<file path="src/ppu_se_pkg.sv">
// ----------------------------------------------------------------------------
// ppu sprite evaluation package
// sprite record type, codes and fixed constants
// ----------------------------------------------------------------------------
package ppu_se_pkg;

	typedef struct packed {
		logic [7:0] y;
		logic [7:0] tile;
		logic [7:0] attr;
		logic [7:0] x;
	} sprite_t;

	typedef struct packed {
		logic [3:0] count;
		logic       overflow;
		logic       sprite0;
	} sel_status_t;

	typedef struct packed {
		logic    en;
		sprite_t data;
	} sec_wr_t;

	localparam int OAM_WORDS = 64;
	localparam int OAM_WAW   = 6;
	localparam int MAX_SLOTS = 8;

	localparam logic       CMD_WRITE = 1'b0;
	localparam logic       CMD_EVAL  = 1'b1;

	localparam logic       REG_SHOW = 1'b0;
	localparam logic       REG_TALL = 1'b1;

	localparam logic [1:0] LANE_Y    = 2'd0;
	localparam logic [1:0] LANE_TILE = 2'd1;
	localparam logic [1:0] LANE_ATTR = 2'd2;
	localparam logic [1:0] LANE_X    = 2'd3;

	localparam logic [7:0] EMPTY_BYTE = 8'hff;
	localparam logic [9:0] HEIGHT_SHORT = 10'd8;
	localparam logic [9:0] HEIGHT_TALL  = 10'd16;

endpackage

</file>
<file path="src/ppu_se_ram.sv">
// ----------------------------------------------------------------------------
// ppu sprite evaluation ram
// generic one-write one-read memory with registered read data
// ----------------------------------------------------------------------------
module ppu_se_ram #(
	parameter int WIDTH = 32,
	parameter int DEPTH = 64,
	localparam int AW = (DEPTH > 1) ? $clog2(DEPTH) : 1
) (
	input  logic             clk,
	input  logic             we,
	input  logic [AW-1:0]    waddr,
	input  logic [WIDTH-1:0] wdata,
	input  logic [AW-1:0]    raddr,
	output logic [WIDTH-1:0] rdata
);

	logic [WIDTH-1:0] mem [DEPTH];

	always_ff @(posedge clk) begin
		if (we) begin
			mem[waddr] <= wdata;
		end
		rdata <= mem[raddr];
	end

endmodule

</file>
<file path="src/ppu_se_select.sv">
// ----------------------------------------------------------------------------
// ppu sprite evaluation selector
// range test on each fetched sprite, slot fill and sticky flags
// ----------------------------------------------------------------------------
module ppu_se_select #(
	parameter int SLOTS = 8,
	localparam int SAW = (SLOTS > 1) ? $clog2(SLOTS) : 1
) (
	input  logic                  clk,
	input  logic                  arst_n,
	input  logic                  start,
	input  logic                  hit_s1,
	input  logic                  first_s1,
	input  ppu_se_pkg::sprite_t   spr,
	input  logic [8:0]            line,
	input  logic                  tall,
	output ppu_se_pkg::sec_wr_t   sec_wr,
	output logic [SAW-1:0]        sec_waddr,
	output ppu_se_pkg::sel_status_t status
);

	logic [3:0] count_q;
	logic       ovf_q;
	logic       s0_q;
	logic [9:0] lo;
	logic [9:0] hi;
	logic [9:0] line_x;
	logic       in_range;
	logic       full;

	assign line_x   = {1'b0, line};
	assign lo       = {2'b00, spr.y} + 10'd1;
	assign hi       = lo + (tall ? ppu_se_pkg::HEIGHT_TALL : ppu_se_pkg::HEIGHT_SHORT);
	assign in_range = (line_x >= lo) && (line_x < hi);
	assign full     = (count_q >= 4'(SLOTS));

	always_ff @(posedge clk or negedge arst_n) begin
		if (!arst_n) begin
			count_q <= '0;
			ovf_q   <= 1'b0;
			s0_q    <= 1'b0;
		end else if (start) begin
			count_q <= '0;
			ovf_q   <= 1'b0;
			s0_q    <= 1'b0;
		end else if (hit_s1 && in_range) begin
			if (first_s1) begin
				s0_q <= 1'b1;
			end
			if (full) begin
				ovf_q <= 1'b1;
			end else begin
				count_q <= count_q + 4'd1;
			end
		end
	end

	assign sec_wr.en       = hit_s1 && in_range && !full;
	assign sec_wr.data     = spr;
	assign sec_waddr       = count_q[SAW-1:0];
	assign status.count    = count_q;
	assign status.overflow = ovf_q;
	assign status.sprite0  = s0_q;

endmodule

</file>
<file path="src/ppu_sprite_evaluation.sv">
// Sprite evaluation for one scanline. After reset the 64-word attribute
// memory is cleared, during which no request is taken (configuration
// writes are). A byte write reads the word and merges the byte back in
// through the single read port. An evaluation reads one sprite per cycle
// during the scan, then each picked sprite is read from the slot buffer
// into the result register; a skipped evaluation or one with no sprite in
// range gives its single result at once. The next request is taken once
// the final result sits in the output register.
// ----------------------------------------------------------------------------
// ppu sprite evaluation top level
// attribute memory, scan sequencer and result register
// ----------------------------------------------------------------------------
module ppu_sprite_evaluation #(
	parameter int SPRITE_COUNT = 64,
	parameter int LINE_SLOTS   = 8
) (
	input  logic       clk,
	input  logic       arst_n,
	input  logic       cfg_write,
	input  logic       cfg_index,
	input  logic       cfg_data,
	input  logic       in_valid,
	output logic       in_ready,
	input  logic       cmd,
	input  logic [7:0] oam_index,
	input  logic [7:0] oam_value,
	input  logic [8:0] line_number,
	output logic       out_valid,
	input  logic       out_ready,
	output logic [2:0] slot,
	output logic [7:0] sprite_y,
	output logic [7:0] sprite_tile,
	output logic [7:0] sprite_attr,
	output logic [7:0] sprite_x,
	output logic [3:0] sprite_count,
	output logic       overflow,
	output logic       sprite0_found,
	output logic       last
);

	localparam int SLOTS = (LINE_SLOTS > ppu_se_pkg::MAX_SLOTS) ?
		ppu_se_pkg::MAX_SLOTS : LINE_SLOTS;
	localparam int SAW = (SLOTS > 1) ? $clog2(SLOTS) : 1;
	localparam int IW  = $clog2(SPRITE_COUNT);
	localparam int OW  = ppu_se_pkg::OAM_WAW;

	localparam logic [2:0] ST_CLEAR = 3'd0;
	localparam logic [2:0] ST_IDLE  = 3'd1;
	localparam logic [2:0] ST_MERGE = 3'd2;
	localparam logic [2:0] ST_SCAN  = 3'd3;
	localparam logic [2:0] ST_DRAIN = 3'd4;
	localparam logic [2:0] ST_EMIT  = 3'd5;
	localparam logic [2:0] ST_LOAD  = 3'd6;

	logic [2:0]    state_q;
	logic [OW-1:0] clr_q;
	logic [OW-1:0] wr_word_q;
	logic [1:0]    wr_lane_q;
	logic [7:0]    wr_val_q;
	logic [8:0]    line_q;
	logic [IW-1:0] scan_q;
	logic [3:0]    k_q;
	logic          empty_q;
	logic          show_q;
	logic          tall_q;
	logic          hit_s1;
	logic          first_s1;

	logic          out_valid_q;
	logic [2:0]    slot_q;
	ppu_se_pkg::sprite_t spr_q;
	logic [3:0]    count_q;
	logic          ovf_q;
	logic          s0_q;
	logic          last_q;

	logic          accept;
	logic          start;
	logic          out_free;
	logic [IW+OW-1:0] scan_ext;
	logic [OW-1:0] scan_word;
	logic          oam_we;
	logic [OW-1:0] oam_waddr;
	ppu_se_pkg::sprite_t oam_wdata;
	ppu_se_pkg::sprite_t merged;
	logic [OW-1:0] oam_raddr;
	ppu_se_pkg::sprite_t oam_rdata;
	ppu_se_pkg::sec_wr_t sec_wr;
	logic [SAW-1:0] sec_waddr;
	ppu_se_pkg::sprite_t sec_rdata;
	ppu_se_pkg::sel_status_t status;
	logic          no_pick;
	logic          final_pick;

	assign in_ready   = (state_q == ST_IDLE);
	assign accept     = in_valid && in_ready;
	assign start      = accept && (cmd == ppu_se_pkg::CMD_EVAL) && show_q &&
		(line_number != 9'd0);
	assign out_free   = !out_valid_q || out_ready;
	assign scan_ext   = {{OW{1'b0}}, scan_q};
	assign scan_word  = scan_ext[OW-1:0];
	assign no_pick    = empty_q || (status.count == 4'd0);
	assign final_pick = ((k_q + 4'd1) == status.count);

	// byte merge into the fetched word
	always_comb begin
		merged = oam_rdata;
		case (wr_lane_q)
			ppu_se_pkg::LANE_Y:    merged.y    = wr_val_q;
			ppu_se_pkg::LANE_TILE: merged.tile = wr_val_q;
			ppu_se_pkg::LANE_ATTR: merged.attr = wr_val_q;
			ppu_se_pkg::LANE_X:    merged.x    = wr_val_q;
			default:               merged      = oam_rdata;
		endcase
	end

	assign oam_we    = (state_q == ST_CLEAR) || (state_q == ST_MERGE);
	assign oam_waddr = (state_q == ST_CLEAR) ? clr_q : wr_word_q;
	assign oam_wdata = (state_q == ST_CLEAR) ? '0 : merged;
	assign oam_raddr = (state_q == ST_IDLE) ? oam_index[7:2] : scan_word;

	ppu_se_ram #(
		.WIDTH($bits(ppu_se_pkg::sprite_t)),
		.DEPTH(ppu_se_pkg::OAM_WORDS)
	) u_oam (
		.clk  (clk),
		.we   (oam_we),
		.waddr(oam_waddr),
		.wdata(oam_wdata),
		.raddr(oam_raddr),
		.rdata(oam_rdata)
	);

	ppu_se_select #(
		.SLOTS(SLOTS)
	) u_select (
		.clk      (clk),
		.arst_n   (arst_n),
		.start    (start),
		.hit_s1   (hit_s1),
		.first_s1 (first_s1),
		.spr      (oam_rdata),
		.line     (line_q),
		.tall     (tall_q),
		.sec_wr   (sec_wr),
		.sec_waddr(sec_waddr),
		.status   (status)
	);

	ppu_se_ram #(
		.WIDTH($bits(ppu_se_pkg::sprite_t)),
		.DEPTH(SLOTS)
	) u_slots (
		.clk  (clk),
		.we   (sec_wr.en),
		.waddr(sec_waddr),
		.wdata(sec_wr.data),
		.raddr(k_q[SAW-1:0]),
		.rdata(sec_rdata)
	);

	// configuration registers
	always_ff @(posedge clk or negedge arst_n) begin
		if (!arst_n) begin
			show_q <= 1'b0;
			tall_q <= 1'b0;
		end else if (cfg_write) begin
			case (cfg_index)
				ppu_se_pkg::REG_SHOW: show_q <= cfg_data;
				ppu_se_pkg::REG_TALL: tall_q <= cfg_data;
				default: ;
			endcase
		end
	end

	// sequencer
	always_ff @(posedge clk or negedge arst_n) begin
		if (!arst_n) begin
			state_q  <= ST_CLEAR;
			clr_q    <= '0;
			scan_q   <= '0;
			k_q      <= '0;
			empty_q  <= 1'b0;
			hit_s1   <= 1'b0;
			first_s1 <= 1'b0;
		end else begin
			hit_s1   <= (state_q == ST_SCAN);
			first_s1 <= (state_q == ST_SCAN) && (scan_q == '0);
			case (state_q)
				ST_CLEAR: begin
					clr_q <= clr_q + OW'(1);
					if (clr_q == OW'(ppu_se_pkg::OAM_WORDS - 1)) begin
						state_q <= ST_IDLE;
					end
				end
				ST_IDLE: begin
					if (accept) begin
						k_q    <= '0;
						scan_q <= '0;
						if (cmd == ppu_se_pkg::CMD_WRITE) begin
							state_q <= ST_MERGE;
						end else if (start) begin
							empty_q <= 1'b0;
							state_q <= ST_SCAN;
						end else begin
							empty_q <= 1'b1;
							state_q <= ST_EMIT;
						end
					end
				end
				ST_MERGE: begin
					state_q <= ST_IDLE;
				end
				ST_SCAN: begin
					scan_q <= scan_q + IW'(1);
					if (scan_q == IW'(SPRITE_COUNT - 1)) begin
						state_q <= ST_DRAIN;
					end
				end
				ST_DRAIN: begin
					state_q <= ST_EMIT;
				end
				ST_EMIT: begin
					if (out_free) begin
						state_q <= no_pick ? ST_IDLE : ST_LOAD;
					end
				end
				ST_LOAD: begin
					k_q     <= k_q + 4'd1;
					state_q <= final_pick ? ST_IDLE : ST_EMIT;
				end
				default: begin
					state_q <= ST_IDLE;
				end
			endcase
		end
	end

	// request capture
	always_ff @(posedge clk) begin
		if (accept) begin
			wr_word_q <= oam_index[7:2];
			wr_lane_q <= oam_index[1:0];
			wr_val_q  <= oam_value;
			line_q    <= line_number;
		end
	end

	// result register
	always_ff @(posedge clk or negedge arst_n) begin
		if (!arst_n) begin
			out_valid_q <= 1'b0;
		end else if ((state_q == ST_EMIT && out_free && no_pick) ||
			state_q == ST_LOAD) begin
			out_valid_q <= 1'b1;
		end else if (out_ready) begin
			out_valid_q <= 1'b0;
		end
	end

	always_ff @(posedge clk) begin
		if (state_q == ST_EMIT && out_free && no_pick) begin
			slot_q  <= 3'd0;
			spr_q   <= {4{ppu_se_pkg::EMPTY_BYTE}};
			count_q <= 4'd0;
			ovf_q   <= status.overflow;
			s0_q    <= status.sprite0;
			last_q  <= 1'b1;
		end else if (state_q == ST_LOAD) begin
			slot_q  <= k_q[2:0];
			spr_q   <= sec_rdata;
			count_q <= status.count;
			ovf_q   <= status.overflow;
			s0_q    <= status.sprite0;
			last_q  <= final_pick;
		end
	end

	assign out_valid     = out_valid_q;
	assign slot          = slot_q;
	assign sprite_y      = spr_q.y;
	assign sprite_tile   = spr_q.tile;
	assign sprite_attr   = spr_q.attr;
	assign sprite_x      = spr_q.x;
	assign sprite_count  = count_q;
	assign overflow      = ovf_q;
	assign sprite0_found = s0_q;
	assign last          = last_q;

endmodule

</file>
<file path="config.mk">
export PLATFORM = sky130hd
export DESIGN_NAME = ppu_sprite_evaluation
export DESIGN_NICKNAME = d
export VERILOG_FILES = /design/src/ppu_se_pkg.sv /design/src/ppu_se_ram.sv /design/src/ppu_se_select.sv /design/src/ppu_sprite_evaluation.sv
export SDC_FILE = /design/constraint.sdc
export NUM_CORES = 2
export LEC_CHECK = 0
export BUFFER_PORTS_ARGS = -buffer_cell sky130_fd_sc_hd__buf_4
export CORE_MARGIN = 4
export CORE_UTILIZATION = 35
export DETAILED_ROUTE_END_ITERATION = 10
export SYNTH_ARGS = -nofsm -noshare
export SYNTH_HDL_FRONTEND = slang
export SYNTH_SLANG_ARGS = --single-unit
</file>
<file path="constraint.sdc">
create_clock -name clk -period 19 [get_ports clk]
set_input_delay 5.7 -clock clk [delete_from_list [all_inputs] [get_ports clk]]
set_output_delay 5.7 -clock clk [all_outputs]
set_load 0.05 [all_outputs]
</file>
==> out/qor.yml <==
outcome: "finished with violations"
violations: "max-capacitance violations"
place_area_sq_mm: 0.1004
peakVddDrop_mv: 0.2076
async_flop_share_pct: 1.257
drt_iter0_drc: 6109
nNetsFinal: 5392
clock_path_buffers: 3
fin_crit_sh_pct: 51.22
die-width_microns: 526.3
cts_resized: 0
via_count: 50450
hold_end: "overflow$_DFFE_PP_"
hold_viol: 0
cp.arrival_ps: 10370
post_cts_buffers: 0
synth.largest_area_cell: "edfxtp_1"
dp.cells: 8646
cts_max_level: 4
clock_skew_ps: 64.12
syn_avg_cell_area_sq_um: 18.33
pin_count: 77
setup_viol: 0
rows: 190
grt_pass1_wl_microns: 365500
met1_length_microns: 109100
worstPathRequired_ps: 19640
max_stage_delay_ps: 1190
instances_no_fill: 9095
gp_congestion: 0.7834
finalWirelength_microns: 258900
drc_errors: 0
postRouteAntennaNets: 0
fin_area_sq_mm: 0.1078
critPathLaunchType: "input port"
powerDensity_mw_per_mm2: 146.8
synthDistinctLibCells: 55
synthFlopType: "edfxtp_1"
root_buffer: "clkbuf_16"
hold_start: "u_select.ovf_q$_DFFE_PN0P_"
synthCells: 5130
rr_endpoint: "u_oam.rdata[12]$_DFF_P_"
rrSetupSlack_ps: 12690
grt_setup_unrepaired: "no"
holdWs_ps: 420.8
yosys.area_share.simple_pct: 2.042
power_mw: 15.84
yosysMostFrequentCell: "edfxtp_1"
post-route-min-period_ps: 9732
ys_ff_latch: 2466
fmax_mhz: 102.8
drive_gt1_share_pct: 15.57
wl_met3_microns: 22270
crit_top_cell: "buf_4"
yosys_warnings: 0
ys_seq_area_share_pct: 77.47
hold_class: "register to register"
worstMarginPinSlew_ps: 1452
cts_tree: "done"
grt_max_degree: 123
synth_top_family_by_area: "multiplexers"
slowest_stage: "o41ai_1"
route.met2.wl_microns: 121500
antenna_found_initial: 13
synth_fa_ha_area_share_pct: 0.3406
clk_latency_ps: 880
crit_chain: "buf_4 > a21oi_4 > buf_12 > buf_4 > buf_4 > mux2i_1 > o22ai_1 > o41ai_1 > nand4_1"
clkSinkCount: 2466
min_path_cells: 0
reg2reg_depth: 12
maxSlewViolCount: 0
area_growth_syn_to_layout_pct: 14.68
drt-vias-per-instance: 5.547
first_pass_iters: 6
slew_headroom_pct: 1.925
cts.reportedPaths.clkPinSlew_ps: 60
start_util_pct: 35.13
synth-compound-area-share_pct: 5.182
synth_area_leaders: "edfxtp_1 (74%), mux2i_1 (11%), o22ai_1 (3.4%), dfxtp_1 (2.2%), mux4_2 (1.5%)"
post_synth_mux_area_share_pct: 13.17
topRoutingLayerUsed: "met5"
pre_cts_ws_ps: 8567
synth_edf_count: 2331
overflow: 0
die_area_sq_mm: 0.2770
die_h_microns: 526.3
synth_top_cells_by_count: "edfxtp_1 (2331), mux2i_1 (1048), o22ai_1 (513)"
fin_tns_setup_ps: 0
synth_top_area_share_pct: 74.44
critPathMaxFanout: 107
wl_per_cell_microns: 28.46
dp_hpwl_microns: 135900
endpoint_kind: "register"
critPathKind: "input port to register"
cts_hold_buffers: 0
syn_area_sq_mm: 0.09404
worst_slack_ps: 9268
numCtsBuffers: 237
port_buffers: 76
synth_xor_xnor_area_share_pct: 0.1956
r2r_start: "state_q[0]$_DFFE_PN0P_"
coreArea_sq_mm: 0.2677
leakage_nw: 39.03
grt_pass1_vias: 48630
grt_use_total_pct: 18.11
synth_nets: 5188
final_util_pct: 40.29
cap_violations: 1
-- worst max path at each step --
stage	cells past startpoint	slack, ps	end	startpoint
2_1_floorplan	8	11750	u_oam.rdata[0]$_DFF_P_	oam_index[3]
3_3_place_gp	9	8210	u_oam.rdata[11]$_DFF_P_	oam_index[3]
3_5_place_dp	10	8570	u_oam.rdata[17]$_DFF_P_	oam_index[3]
4_1_cts	10	9520	u_oam.rdata[17]$_DFF_P_	oam_index[3]
5_1_grt	9	9230	u_oam.rdata[12]$_DFF_P_	oam_index[3]
6_report	9	9270	u_oam.rdata[12]$_DFF_P_	oam_index[3]
-- critical path, delay by kind of cell --
family,cells,cell delay [ps]
multiplexers,1,250
buffers and inverters,4,2190
AND/OR/NAND/NOR,1,310
AO/OA/AOI/OAI,3,1540
-- state kept, by name (all words and copies together) (netlist names), 2 cells and up --
name and flops:
k_q 4, u_oam.rdata 32, sprite_attr 8, u_select.count_q 4, wr_val_q 8, sprite_y 8, sprite_count 4, wr_word_q 6
wr_lane_q 2, slot 3, state_q 3, sprite_x 8, u_slots.mem 256, clr_q 6, sprite_tile 8, scan_q 6
u_slots.rdata 32, line_q 9, u_oam.mem 2048
-- cell families after synthesis --
group / Yosys count
AOI/OAI and AO/OA: 733
and+or+nand+nor: 417
muxes: 1152
xor gates and xnor gates: 21
adders and majority gates: 25
DFF: 2466
buffers and inverters: 316
-- metal layers --
layer / track usage, % / vias up
li1: - / 21260
met1: 25.79 / 26490
met2: 28.92 / 2293
met3: 3.074 / 400
met4: 4.562 / 6
met5: 0 / -
-- layout by cell type, fill, tap and decap left out, types with 5 or more instances in the layout --
cell	Yosys	routed
o22ai_1	513	513
clkinv_2	1	38
clkinv_16	0	6
nand3_1	71	71
nand3b_1	14	14
xnor2_1	9	9
nand2_1	147	136
o41ai_2	0	40
dfrtp_1	31	28
clkbuf_1	132	83
clkbuf_16	0	237
mux2i_1	1048	1048
clkbuf_8	0	33
nor2_1	103	23
nand4_1	39	39
o21ai_0	29	29
a21oi_1	34	17
nand2_4	0	10
inv_1	17	17
nor3_1	9	5
o41ai_1	130	90
clkinv_1	1	33
nor2_4	0	80
mux2_2	40	40
nand2b_1	9	9
a21oi_4	0	17
edfxtp_1	2331	2331
nor2b_1	5	5
mux4_2	64	64
dfxtp_1	104	104
a21o_1	6	6
buf_12	0	10
buf_4	24	249
ha_1	24	24
xor2_1	12	12
-- final cells by class --
cell class	instances	area [sq um]
tap	3552	4444
inverter	20	76.32
clock inverter	91	754.5
antenna	2	5.005
clock buffer	355	6709
fill	23830	159800
sequential	2466	72860
timing repair buffer	261	2079
multi-input combinational	2348	20920
-- power by group --
group	leakage (nW)	internal, mW	switching [mW]
sequential	22.5	6.92	0.257
combinational	12.9	1.28	2.89
clock	3.65	2.49	2.00
total	39.0	10.7	5.15
Power figures use the tool's default switching activity.
